--- config.mk ---
export PLATFORM = sky130hd
export DESIGN_NAME = cyrillic_vfd_line_transcoder_flat
export DESIGN_NICKNAME = d
export VERILOG_FILES = /design/src/cvlt_pkg.sv /design/src/cvlt_code_if.sv /design/src/cvlt_disp_if.sv /design/src/cvlt_ctrl.sv /design/src/cvlt_datapath.sv /design/src/cyrillic_vfd_line_transcoder.sv /design/src/flat_wrapper.sv
export VERILOG_INCLUDE_DIRS = /design/src /design/src/src
export SDC_FILE = /design/constraint.sdc
export NUM_CORES = 1
export LEC_CHECK = 0
export BUFFER_PORTS_ARGS = -buffer_cell sky130_fd_sc_hd__buf_2
export CAP_MARGIN = 20
export CORE_UTILIZATION = 38
export DETAILED_ROUTE_END_ITERATION = 6
export PLACE_DENSITY_LB_ADDON = 0.25
export SLEW_MARGIN = 5
export SYNTH_ARGS = -nofsm -noshare
export SYNTH_HDL_FRONTEND = slang
export SYNTH_HIERARCHICAL = 1
export SYNTH_SLANG_ARGS = --single-unit
--- constraint.sdc ---
create_clock -name clk -period 6.26 [get_ports clk]
set_input_delay 0.939 -clock clk [delete_from_list [all_inputs] [get_ports clk]]
set_output_delay 0.939 -clock clk [all_outputs]
set_load 0.02 [all_outputs]
--- src/cyrillic_vfd_line_transcoder_defines.svh ---
// assertion macros for the display line transcoder
`ifndef CYRILLIC_VFD_LINE_TRANSCODER_DEFINES_SVH
`define CYRILLIC_VFD_LINE_TRANSCODER_DEFINES_SVH
`ifndef SYNTH
`define CVLT_ASSERT(lbl, prop) \
	lbl: assert property (@(posedge clk) disable iff (!arst_n) prop) \
		else $error("cvlt assertion failed");
`define CVLT_NEVER(lbl, expr) \
	lbl: assert property (@(posedge clk) disable iff (!arst_n) !(expr)) \
		else $error("cvlt forbidden condition");
`else
`define CVLT_ASSERT(lbl, prop)
`define CVLT_NEVER(lbl, expr)
`endif
`endif

--- src/cvlt_pkg.sv ---
package cvlt_pkg;

	localparam int unsigned BYTE_W         = 8;
	localparam int unsigned POS_W          = 6;
	localparam int unsigned LAST_INDEX_DEF = 41;

	localparam logic [BYTE_W-1:0] CODE_END   = 8'h00;
	localparam logic [BYTE_W-1:0] CODE_TAB_A = 8'hAC;
	localparam logic [BYTE_W-1:0] CODE_PAGE0 = 8'hD0;
	localparam logic [BYTE_W-1:0] CODE_PAGE1 = 8'hD1;
	localparam logic [BYTE_W-1:0] CODE_FILL  = 8'hFF;

	typedef struct packed {
		logic take;
		logic fill_step;
	} cvlt_cmd_t;

	typedef struct packed {
		logic term_in;
		logic pos_at_last;
		logic slot_free;
	} cvlt_stat_t;

	function automatic logic [BYTE_W-1:0] lookup_a(input logic [BYTE_W-1:0] c);
		logic [BYTE_W-1:0] r;
		unique case (c)
			8'hA1, 8'hD1: r = 8'h41;
			8'hA2, 8'hD2: r = 8'h80;
			8'hA3, 8'hD3: r = 8'h42;
			8'hA4, 8'hD4: r = 8'h92;
			8'hA5, 8'hD5: r = 8'h81;
			8'hA6, 8'hD6: r = 8'h45;
			8'hA7, 8'hD7: r = 8'hCB;
			8'hA8, 8'hD8: r = 8'h82;
			8'hA9, 8'hD9: r = 8'h83;
			8'hAA, 8'hDA: r = 8'h84;
			8'hAB, 8'hDB: r = 8'h85;
			8'hAC, 8'hDC: r = 8'h4B;
			8'hAD, 8'hDD: r = 8'h86;
			8'hAE, 8'hDE: r = 8'h4D;
			8'hAF, 8'hDF: r = 8'h48;
			8'hB0, 8'hE0: r = 8'h4F;
			8'hB1, 8'hE1: r = 8'h87;
			8'hB2, 8'hE2: r = 8'h50;
			8'hB3, 8'hE3: r = 8'h43;
			8'hB4, 8'hE4: r = 8'h54;
			8'hB5, 8'hE5: r = 8'h88;
			8'hB6, 8'hE6: r = 8'hD8;
			8'hB7, 8'hE7: r = 8'h58;
			8'hB8, 8'hE8: r = 8'h89;
			8'hB9, 8'hE9: r = 8'h8A;
			8'hBA, 8'hEA: r = 8'h8B;
			8'hBB, 8'hEB: r = 8'h8C;
			8'hBC, 8'hEC: r = 8'h8D;
			8'hBD, 8'hED: r = 8'h8E;
			8'hBE, 8'hEE: r = 8'h62;
			8'hBF, 8'hEF: r = 8'h8F;
			8'hC0, 8'hF0: r = 8'hAC;
			8'hC1, 8'hF1: r = 8'hAD;
			default:      r = c;
		endcase
		return r;
	endfunction

	function automatic logic [BYTE_W-1:0] lookup_b0(input logic [BYTE_W-1:0] c);
		logic [BYTE_W-1:0] r;
		unique case (c)
			8'h90, 8'hB0: r = 8'h41;
			8'h91, 8'hB1: r = 8'h80;
			8'h92, 8'hB2: r = 8'h42;
			8'h93, 8'hB3: r = 8'h92;
			8'h94, 8'hB4: r = 8'h81;
			8'h95, 8'hB5: r = 8'h45;
			8'h96, 8'hB6: r = 8'h82;
			8'h97, 8'hB7: r = 8'h83;
			8'h98, 8'hB8: r = 8'h84;
			8'h99, 8'hB9: r = 8'h85;
			8'h9A, 8'hBA: r = 8'h4B;
			8'h9B, 8'hBB: r = 8'h86;
			8'h9C, 8'hBC: r = 8'h4D;
			8'h9D, 8'hBD: r = 8'h48;
			8'h9E, 8'hBE: r = 8'h4F;
			8'h9F, 8'hBF: r = 8'h87;
			8'h81:        r = 8'hCB;
			8'hA0:        r = 8'h50;
			8'hA1:        r = 8'h43;
			8'hA2:        r = 8'h54;
			8'hA3:        r = 8'h88;
			8'hA4:        r = 8'hD8;
			8'hA5:        r = 8'h58;
			8'hA6:        r = 8'h89;
			8'hA7:        r = 8'h8A;
			8'hA8:        r = 8'h8B;
			8'hA9:        r = 8'h8C;
			8'hAA:        r = 8'h8D;
			8'hAB:        r = 8'h8E;
			8'hAC:        r = 8'h62;
			8'hAD:        r = 8'h8F;
			8'hAE:        r = 8'hAC;
			8'hAF:        r = 8'hAD;
			default:      r = c;
		endcase
		return r;
	endfunction

	function automatic logic [BYTE_W-1:0] lookup_b1(input logic [BYTE_W-1:0] c);
		logic [BYTE_W-1:0] r;
		unique case (c)
			8'h84:   r = 8'hD8;
			8'h91:   r = 8'hCB;
			8'hB7:   r = 8'h83;
			8'hB8:   r = 8'h84;
			8'hB9:   r = 8'h85;
			8'hBA:   r = 8'h4B;
			8'hBB:   r = 8'h86;
			8'hBC:   r = 8'h4D;
			8'hBD:   r = 8'h48;
			8'hBE:   r = 8'h4F;
			8'hBF:   r = 8'h87;
			8'h80:   r = 8'h50;
			8'h81:   r = 8'h43;
			8'h82:   r = 8'h54;
			8'h83:   r = 8'h88;
			8'h85:   r = 8'h58;
			8'h86:   r = 8'h89;
			8'h87:   r = 8'h8A;
			8'h88:   r = 8'h8B;
			8'h89:   r = 8'h8C;
			8'h8A:   r = 8'h8D;
			8'h8B:   r = 8'h8E;
			8'h8C:   r = 8'h62;
			8'h8D:   r = 8'h8F;
			8'h8E:   r = 8'hAC;
			8'h8F:   r = 8'hAD;
			default: r = c;
		endcase
		return r;
	endfunction

endpackage

--- src/cvlt_code_if.sv ---
interface cvlt_code_if import cvlt_pkg::*; ();
	logic              valid;
	logic              ready;
	logic [BYTE_W-1:0] code_byte;

	modport source (output valid, output code_byte, input ready);
	modport sink   (input valid, input code_byte, output ready);
endinterface

--- src/cvlt_disp_if.sv ---
interface cvlt_disp_if import cvlt_pkg::*; ();
	logic              valid;
	logic              ready;
	logic [BYTE_W-1:0] display_byte;
	logic [POS_W-1:0]  position;
	logic              last_of_line;
	logic              overflowed;

	modport source (output valid, output display_byte, output position,
		output last_of_line, output overflowed, input ready);
	modport sink   (input valid, input display_byte, input position,
		input last_of_line, input overflowed, output ready);
endinterface

--- src/cvlt_ctrl.sv ---
module cvlt_ctrl import cvlt_pkg::*; (
	input  logic       clk,
	input  logic       arst_n,
	input  logic       in_valid,
	input  cvlt_stat_t stat,
	output logic       in_ready,
	output cvlt_cmd_t  cmd
);

	typedef enum logic {ST_TEXT, ST_FILL} state_t;

	state_t state_q;

	assign in_ready      = (state_q == ST_TEXT) && stat.slot_free;
	assign cmd.take      = in_valid && in_ready;
	assign cmd.fill_step = (state_q == ST_FILL) && stat.slot_free;

	always_ff @(posedge clk or negedge arst_n) begin
		if (!arst_n) begin
			state_q <= ST_TEXT;
		end else begin
			unique case (state_q)
				ST_TEXT: begin
					if (cmd.take && stat.term_in && !stat.pos_at_last) begin
						state_q <= ST_FILL;
					end
				end
				ST_FILL: begin
					if (cmd.fill_step && stat.pos_at_last) begin
						state_q <= ST_TEXT;
					end
				end
				default: state_q <= ST_TEXT;
			endcase
		end
	end

endmodule

--- src/cvlt_datapath.sv ---
module cvlt_datapath import cvlt_pkg::*; #(
	parameter int unsigned LAST_INDEX = LAST_INDEX_DEF
) (
	input  logic              clk,
	input  logic              arst_n,
	input  logic [BYTE_W-1:0] code_byte,
	input  cvlt_cmd_t         cmd,
	output cvlt_stat_t        stat,
	input  logic              out_ready,
	output logic              out_valid,
	output logic [BYTE_W-1:0] display_byte,
	output logic [POS_W-1:0]  position,
	output logic              last_of_line,
	output logic              overflowed
);

	localparam logic [POS_W-1:0] LastPos = POS_W'(LAST_INDEX);

	typedef enum logic [1:0] {PFX_NONE, PFX_TAB_A, PFX_PAGE} pfx_t;

	pfx_t              prefix_q;
	logic              page_q;
	logic [POS_W-1:0]  pos_q;
	logic              ovf_q;
	logic              valid_q;
	logic [BYTE_W-1:0] byte_q;
	logic [POS_W-1:0]  opos_q;
	logic              last_q;
	logic              oovf_q;

	logic              is_prefix_a;
	logic              is_prefix_p;
	logic              is_term;
	logic              pos_full;
	logic [BYTE_W-1:0] glyph;
	logic              emit;
	logic [BYTE_W-1:0] emit_byte;

	assign is_prefix_a = (prefix_q == PFX_NONE) && (code_byte == CODE_TAB_A);
	assign is_prefix_p = (prefix_q == PFX_NONE) &&
		((code_byte == CODE_PAGE0) || (code_byte == CODE_PAGE1));
	assign is_term     = (code_byte == CODE_END);
	assign pos_full    = (pos_q == LastPos);

	always_comb begin
		if (prefix_q == PFX_TAB_A) begin
			glyph = lookup_a(code_byte);
		end else if (page_q) begin
			glyph = lookup_b1(code_byte);
		end else begin
			glyph = lookup_b0(code_byte);
		end
	end

	always_comb begin
		emit      = 1'b0;
		emit_byte = glyph;
		if (cmd.take) begin
			priority if (is_prefix_a || is_prefix_p) begin
				emit = 1'b0;
			end else if (is_term) begin
				emit      = 1'b1;
				emit_byte = CODE_END;
			end else begin
				emit = !pos_full;
			end
		end else if (cmd.fill_step) begin
			emit      = 1'b1;
			emit_byte = pos_full ? CODE_END : CODE_FILL;
		end
	end

	always_ff @(posedge clk or negedge arst_n) begin
		if (!arst_n) begin
			prefix_q <= PFX_NONE;
			page_q   <= 1'b0;
			pos_q    <= '0;
			ovf_q    <= 1'b0;
			valid_q  <= 1'b0;
		end else begin
			if (cmd.take) begin
				priority if (is_prefix_a) begin
					prefix_q <= PFX_TAB_A;
				end else if (is_prefix_p) begin
					prefix_q <= PFX_PAGE;
					page_q   <= code_byte[0];
				end else if (is_term) begin
					prefix_q <= PFX_NONE;
					page_q   <= 1'b0;
					if (pos_full) begin
						pos_q <= '0;
						ovf_q <= 1'b0;
					end else begin
						pos_q <= pos_q + 1'b1;
					end
				end else begin
					prefix_q <= PFX_NONE;
					if (pos_full) begin
						ovf_q <= 1'b1;
					end else begin
						pos_q <= pos_q + 1'b1;
					end
				end
			end else if (cmd.fill_step) begin
				if (pos_full) begin
					pos_q <= '0;
					ovf_q <= 1'b0;
				end else begin
					pos_q <= pos_q + 1'b1;
				end
			end
			if (emit) begin
				valid_q <= 1'b1;
			end else if (out_ready) begin
				valid_q <= 1'b0;
			end
		end
	end

	always_ff @(posedge clk) begin
		if (emit) begin
			byte_q <= emit_byte;
			opos_q <= pos_q;
			last_q <= pos_full;
			oovf_q <= ovf_q;
		end
	end

	assign stat.term_in     = is_term;
	assign stat.pos_at_last = pos_full;
	assign stat.slot_free   = !valid_q || out_ready;

	assign out_valid    = valid_q;
	assign display_byte = byte_q;
	assign position     = opos_q;
	assign last_of_line = last_q;
	assign overflowed   = oovf_q;

endmodule

--- src/cyrillic_vfd_line_transcoder.sv ---
// a result is registered and becomes valid in the cycle after the request that causes it
// throughput: one text byte per cycle while the output is taken
// terminator at position p: LAST_INDEX - p + 1 output bytes, input held off while the line is filled up to LAST_INDEX
// line position counter and the output register set the pace, one byte per cycle while the output is taken
// reset: asynchronous, clears prefix, page, position, overflow and output valid
`include "cyrillic_vfd_line_transcoder_defines.svh"
module cyrillic_vfd_line_transcoder import cvlt_pkg::*; #(
	parameter int unsigned LAST_INDEX = LAST_INDEX_DEF
) (
	input logic         clk,
	input logic         arst_n,
	cvlt_code_if.sink   code,
	cvlt_disp_if.source disp
);

	localparam logic [POS_W-1:0] LastPos = POS_W'(LAST_INDEX);

	cvlt_cmd_t  cmd;
	cvlt_stat_t stat;
	logic       in_ready;

	cvlt_ctrl u_ctrl (
		.clk      (clk),
		.arst_n   (arst_n),
		.in_valid (code.valid),
		.stat     (stat),
		.in_ready (in_ready),
		.cmd      (cmd)
	);

	cvlt_datapath #(
		.LAST_INDEX (LAST_INDEX)
	) u_datapath (
		.clk          (clk),
		.arst_n       (arst_n),
		.code_byte    (code.code_byte),
		.cmd          (cmd),
		.stat         (stat),
		.out_ready    (disp.ready),
		.out_valid    (disp.valid),
		.display_byte (disp.display_byte),
		.position     (disp.position),
		.last_of_line (disp.last_of_line),
		.overflowed   (disp.overflowed)
	);

	assign code.ready = in_ready;

	`CVLT_ASSERT(a_last_at_end, disp.valid |-> (disp.last_of_line == (disp.position == LastPos)))
	`CVLT_NEVER(a_take_in_fill, cmd.take && cmd.fill_step)
	`CVLT_ASSERT(a_line_restart, cmd.fill_step && stat.pos_at_last |=> !stat.pos_at_last)
	`CVLT_NEVER(a_pos_range, disp.valid && (disp.position > LastPos))

endmodule

--- src/flat_wrapper.sv ---
// flat-port wrapper written by rule: the top's interface ports become plain ports
module cyrillic_vfd_line_transcoder_flat import cvlt_pkg::*;
#(
	parameter int unsigned LAST_INDEX = LAST_INDEX_DEF
)
  (clk, arst_n, code_valid, code_code_byte, code_ready, disp_valid, disp_display_byte, disp_position, disp_last_of_line, disp_overflowed, disp_ready);
  cvlt_code_if code_i ();
  cvlt_disp_if disp_i ();
  input logic clk;
  input logic arst_n;
  input wire logic [$bits(code_i.valid)-1:0] code_valid;
  input wire logic [$bits(code_i.code_byte)-1:0] code_code_byte;
  output wire logic [$bits(code_i.ready)-1:0] code_ready;
  output wire logic [$bits(disp_i.valid)-1:0] disp_valid;
  output wire logic [$bits(disp_i.display_byte)-1:0] disp_display_byte;
  output wire logic [$bits(disp_i.position)-1:0] disp_position;
  output wire logic [$bits(disp_i.last_of_line)-1:0] disp_last_of_line;
  output wire logic [$bits(disp_i.overflowed)-1:0] disp_overflowed;
  input wire logic [$bits(disp_i.ready)-1:0] disp_ready;
  assign code_i.valid = code_valid;
  assign code_i.code_byte = code_code_byte;
  assign code_ready = code_i.ready;
  assign disp_valid = disp_i.valid;
  assign disp_display_byte = disp_i.display_byte;
  assign disp_position = disp_i.position;
  assign disp_last_of_line = disp_i.last_of_line;
  assign disp_overflowed = disp_i.overflowed;
  assign disp_i.ready = disp_ready;
  cyrillic_vfd_line_transcoder #(.LAST_INDEX(LAST_INDEX)) u_core (.clk(clk), .arst_n(arst_n), .code(code_i), .disp(disp_i));
endmodule
==> flow_metrics.tcl, run 1 <==
set metrics [dict create \
    status "finished, final reports clean" \
    clkTransAtPathRegs_ns 0.09 \
    ir_worst_vdd_mv 0.09974 \
    die-width_microns 88.36 \
    die_area_sq_mm 0.007807 \
    yosysUniqueCellTypes 72 \
    postCtsSetupRepairBufs 0 \
    synth_edf_count 16 \
    diodes 0 \
    synthCells 373 \
    rsz0062_at_grt "no" \
    layout_common_cells "nand2_1 (37), o21ai_0 (32), buf_2 (29), nor2_1 (27), a21oi_1 (24)" \
    first_iter_violations 480 \
    fin_worst_skew_ns 0.008141 \
    dp_slack_ns 2.652 \
    critPathSlowestCell "or4_4" \
    antenna_found_initial 0 \
    ant_nets 0 \
    cts_tree "yes" \
    crit_path_end_kind "flop" \
    firstDrtPassIters 6 \
    powerDensity_mw_per_mm2 211.4 \
    syn_avg_cell_area_sq_um 7.598 \
    holdWs_ns 0.4656 \
    gp_congestion 0.9334 \
    finalCritPeriodShare_pct 53.07 \
    crit_type "in2reg" \
    crit_buf_inv 1 \
    fin_ws_ns 2.938 \
    async_reset_ff_share_pct 42.86 \
    path_cells "buf_2 -> or4_4 -> or4_4 -> and2_4 -> a21oi_4 -> o21ai_0 -> nand2_1 -> o31ai_1" \
    place.port_buffers 29 \
    grtUsageTotal_pct 21.61 \
    wire_per_inst_microns 17.71 \
    finalSetupTns_ns 0 \
    grt_pass1_wl_microns 13390 \
    slew_headroom_pct 43.15 \
    grt_pass1_vias 2650 \
    ys_seq_elements 28 \
    grt_max_degree 54 \
    clk_latency_ns 0.27 \
    initial_core_util_pct 39.28 \
    hold_viol_final 0 \
    start_kind "primary input" \
    cts-root-buf "clkbuf_8" \
    nFillCells 751 \
    worstReg2RegStart "u_core/u_datapath/out_valid" \
    ios 30 \
    post_route_cells_drive_above_1_share_pct 13.75 \
    r2r_slack_ns 3.53 \
    synthesis.nets 387 \
    cp_top_family "simple AND/OR/NAND/NOR gates" \
    vias 3092 \
    cpPeakStageDelay_ns 0.63 \
    cts_hold_buf 0 \
    reg2reg_depth 10 \
    worst_r2r_endpoint "u_core/u_datapath/pos_q[5]" \
    synthToLayoutAreaGrowth_pct 6.358 \
    cts.sinks 28 \
    ys_seq_area_share_pct 27.55 \
    worst_slew_pin_slew_ns 0.8505 \
    htreeDepth 1 \
    ctsResizeCount 0 \
    rows 31 \
    cts_buffers 3 \
    cp.required_ns 6.40 \
    routed_via_density 6.579 \
    layout.nets 386 \
    power_leakage_nw 1.076 \
    drv_cap 0 \
    cp.arrival_ns 3.47 \
    drc_errors 0 \
    setup_viol 0 \
    max_freq_ghz 0.3010 \
    cts_max_path_buffers 2 \
    hold_path_class "reg2reg" \
    crit_top_cell "or4_4" \
    dieHeight_microns 88.36 \
    yosys_warnings 6 \
    period_needed_ns 3.322 \
    routed_wl_microns 8326 \
    overflow 0 \
    hold_path_end "u_core/u_datapath/overflowed" \
    min-delay-start "u_core/u_datapath/ovf_q" \
    whs_path_depth 0 \
    final_common_cell "nand2_1" \
    core_sq_mm 0.007214 \
    dp_hpwl_microns 5870 \
    slew_violations 0 \
    synth_area_sq_mm 0.002834 \
    synth_flop_cell "edfxtp_1" \
    crit_fanout 51 \
]
[area by class of cell]
class,instances,area (sq um),area share (%)
multi-input combinational,299,1853,61.48
sequential,28,780.7,25.90
timing repair buffer,30,152.6,5.064
tap,99,123.9,4.110
clock buffer,4,66.31,2.200
inverter,10,37.54,1.245
[Yosys cell counts (4+ instances only)]
library cell | n | area [sq um]
clkbuf_1 | 17 | 63.81
a211oi_1 | 7 | 52.55
o41ai_1 | 4 | 35.03
o22ai_1 | 10 | 62.56
a31oi_1 | 6 | 37.54
nor3_1 | 15 | 75.07
o31ai_1 | 6 | 45.04
buf_1 | 6 | 22.52
nand3_1 | 15 | 75.07
nand2_1 | 37 | 138.9
nor2b_1 | 9 | 56.30
a21oi_1 | 24 | 120.1
o211ai_1 | 7 | 52.55
o21ai_0 | 32 | 160.2
edfxtp_1 | 16 | 480.5
nor4_1 | 4 | 25.02
nor2_1 | 27 | 101.4
a22oi_1 | 4 | 30.03
inv_1 | 9 | 33.78
dfrtp_1 | 12 | 300.3
nand4_1 | 6 | 37.54
nand2b_1 | 14 | 87.58
buf_2 | 10 | 50.05
[worst max path at each step]
| stage | from | endpoint | slack, ns | cells past startpoint |
|---|---|---|---|---|
| floorplan | disp_ready | u_core/u_datapath/pos_q[5] | 3.26 | 10 |
| global placement | code_code_byte[3] | u_core/u_datapath/pos_q[5] | 2.67 | 8 |
| detailed placement | code_code_byte[3] | u_core/u_datapath/pos_q[5] | 2.65 | 8 |
| CTS | code_code_byte[3] | u_core/u_datapath/pos_q[5] | 2.95 | 8 |
| global route | code_code_byte[3] | u_core/u_datapath/pos_q[5] | 2.78 | 8 |
| finish | code_code_byte[3] | u_core/u_datapath/pos_q[5] | 2.94 | 8 |
[flip-flops by register name, indices dropped and copies added, names as in the netlist]
signal                          cells
u_core/u_datapath/overflowed        1
u_core/u_datapath/position          6
u_core/u_datapath/display_byte      8
u_core/u_datapath/last_of_line      1
u_core/u_datapath/prefix_q          2
u_core/u_datapath/ovf_q             1
u_core/u_datapath/out_valid         1
u_core/u_datapath/pos_q             6
u_core/u_datapath/page_q            1
u_core/u_ctrl/state_q               1
[metrics by stage]
step	instances	util (%)	area, sq um	total power (W)
after floorplan	373	-	2834	0.0004536
after global placement	466	40.86	2948	0.0005160
after detailed placement	466	40.86	2948	0.0005169
after CTS	470	41.78	3014	0.0006373
after global routing	470	41.78	3014	0.0006776
final	470	41.78	3014	0.0006371
[cell families (layout without fill, tap and decap cells)]
| logic type | Yosys count | after routing | synth area share, % |
|---|---|---|---|
| XOR/XNOR | 2 | 2 | 0.6182 |
| AO/OA/AOI/OAI | 134 | 134 | 31.92 |
| multiplexers | 4 | 4 | 1.457 |
| AND/OR/NAND/NOR | 157 | 157 | 30.51 |
| adder cells (fa/ha/maj) | 2 | 2 | 0.8829 |
| flip-flops | 28 | 28 | 27.55 |
| buffers and inverters | 46 | 44 | 7.064 |
[metal layers]
layer  track usage, %  up-vias  share of wire [%]  wire, microns
met5                0        -                  0              0
met4            10.12        0                4.3            357
met3            2.052       35                9.4            781
met2            32.38      205                 44           3641
met1            31.20     1438                 43           3546
li1                 -     1414                  -              -
[report_power, final]
part           total [W]  internal [W]  switching [W]  leakage [nW]
clock           0.000120     0.0000694      0.0000504        0.0339
sequential      0.000283      0.000248      0.0000345         0.310
combinational   0.000235     0.0000812       0.000153         0.732
total           0.000637      0.000399       0.000238          1.08
(Power assumes the default switching activity.)
==> run 2: changes to the inputs <==
==> constraint.sdc (replaced) <==
create_clock -name clk -period 3.4 [get_ports clk]
set_input_delay 0.51 -clock clk [delete_from_list [all_inputs] [get_ports clk]]
set_output_delay 0.51 -clock clk [all_outputs]
set_load 0.02 [all_outputs]
==> flow_metrics.tcl, run 2 (same netlist as run 1, synthesis figures left out) <==
set metrics [dict create \
    layout_common_cells "nand2_1 (37), o21ai_0 (32), buf_2 (29), nor2_1 (27), a21oi_1 (24)" \
    cp.arrival_ns 2.82 \
    postCtsSetupRepairBufs 0 \
    largest_reg_flops 8 \
    first_iter_violations 363 \
    initial_core_util_pct 39.28 \
    grtUsageTotal_pct 22.95 \
    cts.sinks 28 \
    final_cell_area_sq_mm 0.003157 \
    cts_hold_buf 0 \
    layout.nets 405 \
    cts-root-buf "clkbuf_8" \
    firstDrtPassIters 5 \
    crit_type "reg2reg" \
    overflow 0 \
    ant_nets 0 \
    cts_tree "yes" \
    finalSetupTns_ns 0 \
    worst_r2r_endpoint "u_core/u_datapath/display_byte[5]" \
    cts_buffers 3 \
    crit_fanout 7 \
    grt_pass1_vias 2692 \
    gp_congestion 0.9444 \
    fin_cells 489 \
    max_freq_ghz 0.3560 \
    numPlacedInstances 485 \
    cts_max_path_buffers 2 \
    placed_area_sq_mm 0.003090 \
    diodes 0 \
    post_route_cells_drive_above_1_share_pct 17.95 \
    antenna_found_initial 0 \
    drc_errors 0 \
    die-width_microns 88.36 \
    place.port_buffers 29 \
    routed_via_density 6.513 \
    finalCritPeriodShare_pct 82.61 \
    powerDensity_mw_per_mm2 381.3 \
    clkTransAtPathRegs_ns 0.10 \
    ctsResizeCount 0 \
    die_area_sq_mm 0.007807 \
    routed_wl_microns 8938 \
    ir_worst_vdd_mv 0.1403 \
    drv_cap 0 \
    core_sq_mm 0.007214 \
    clk_latency_ns 0.27 \
    setup_viol 0 \
    crit_path_end_kind "flop" \
    rows 31 \
    grt_max_degree 25 \
    final_common_cell "nand2_1" \
    vias 3185 \
    grt_pass1_wl_microns 13930 \
    r2r_slack_ns 0.59 \
    htreeDepth 1 \
    dieHeight_microns 88.36 \
    start_kind "flop" \
    worst_slew_pin_slew_ns 0.6091 \
    ios 30 \
    status "finished, final reports clean" \
    dp_hpwl_microns 6503 \
    wire_per_inst_microns 18.28 \
    hold_path_class "in2async" \
    cp.required_ns 3.41 \
    slew_violations 0 \
    fin_worst_skew_ns 0.01162 \
    period_needed_ns 2.809 \
    worstReg2RegStart "u_core/u_datapath/out_valid" \
    synthToLayoutAreaGrowth_pct 11.39 \
    reg2reg_depth 10 \
    nFillCells 761 \
    hold_viol_final 0 \
    rsz0062_at_grt "no" \
    slew_headroom_pct 58.88 \
    power_leakage_nw 1.168 \
]
## run 2: cell count changes in the layout (fill, tap and decap cells not counted), sizes merged
cell,before,now
buf,30,49
## run 2: cell type report
cell class / instances / area, sq um / area share, %
sequential: 28 / 780.7 / 24.73
clock buffer: 4 / 66.31 / 2.101
multi-input combinational: 299 / 1853 / 58.70
inverter: 10 / 37.54 / 1.189
tap: 99 / 123.9 / 3.924
timing repair buffer: 49 / 295.3 / 9.354
## run 2: stage by stage
stage          power [W]  hold WS (ns)  util (%)  setup WS [ns]
3_5_place_dp   0.0009777        0.4107     42.84         0.3914
6_report        0.001204        0.1024     43.76         0.5912
4_1_cts         0.001202        0.1073     43.76         0.6086
2_1_floorplan  0.0008352        0.2144         -         0.8251
5_1_grt         0.001277        0.1108     43.76         0.3991
3_3_place_gp   0.0009719        0.4066     42.84         0.4127
## run 2: critical path, cell delays in order, from the launching register on
cell and delay [ns]:
dfrtp_1 0.38, nand2b_1 0.15, nor2b_4 0.17, and2_1 0.30
inv_1 0.17, a31oi_1 0.36, a22oi_2 0.21, a21oi_2 0.32
nor2_1 0.18, a31oi_1 0.19, nand3_1 0.11
## run 2: power by group
group | internal [W] | switching [W]
clock network | 0.000128 | 0.0000960
registers | 0.000457 | 0.0000640
logic | 0.000167 | 0.000292
total | 0.000752 | 0.000452
## run 2: worst max-delay path by stage
| stage | endpoint | slack (ns) | from |
|---|---|---|---|
| finish | u_core/u_datapath/display_byte[5] | 0.59 | u_core/u_datapath/out_valid |
| global route | u_core/u_datapath/display_byte[5] | 0.40 | u_core/u_datapath/out_valid |
| CTS | u_core/u_datapath/display_byte[5] | 0.61 | u_core/u_datapath/out_valid |
| detailed placement | u_core/u_datapath/display_byte[5] | 0.39 | disp_ready |
| global placement | u_core/u_datapath/display_byte[5] | 0.41 | disp_ready |
| floorplan | u_core/u_datapath/pos_q[5] | 0.83 | disp_ready |
## run 2: routing by layer
layer	global-route usage, %	vias up	part of all wire [%]
li1	-	1461	-
met1	33.77	1486	44
met2	34.41	207	44
met3	1.399	31	8.6
met4	10.26	0	3.6
met5	0	-	0
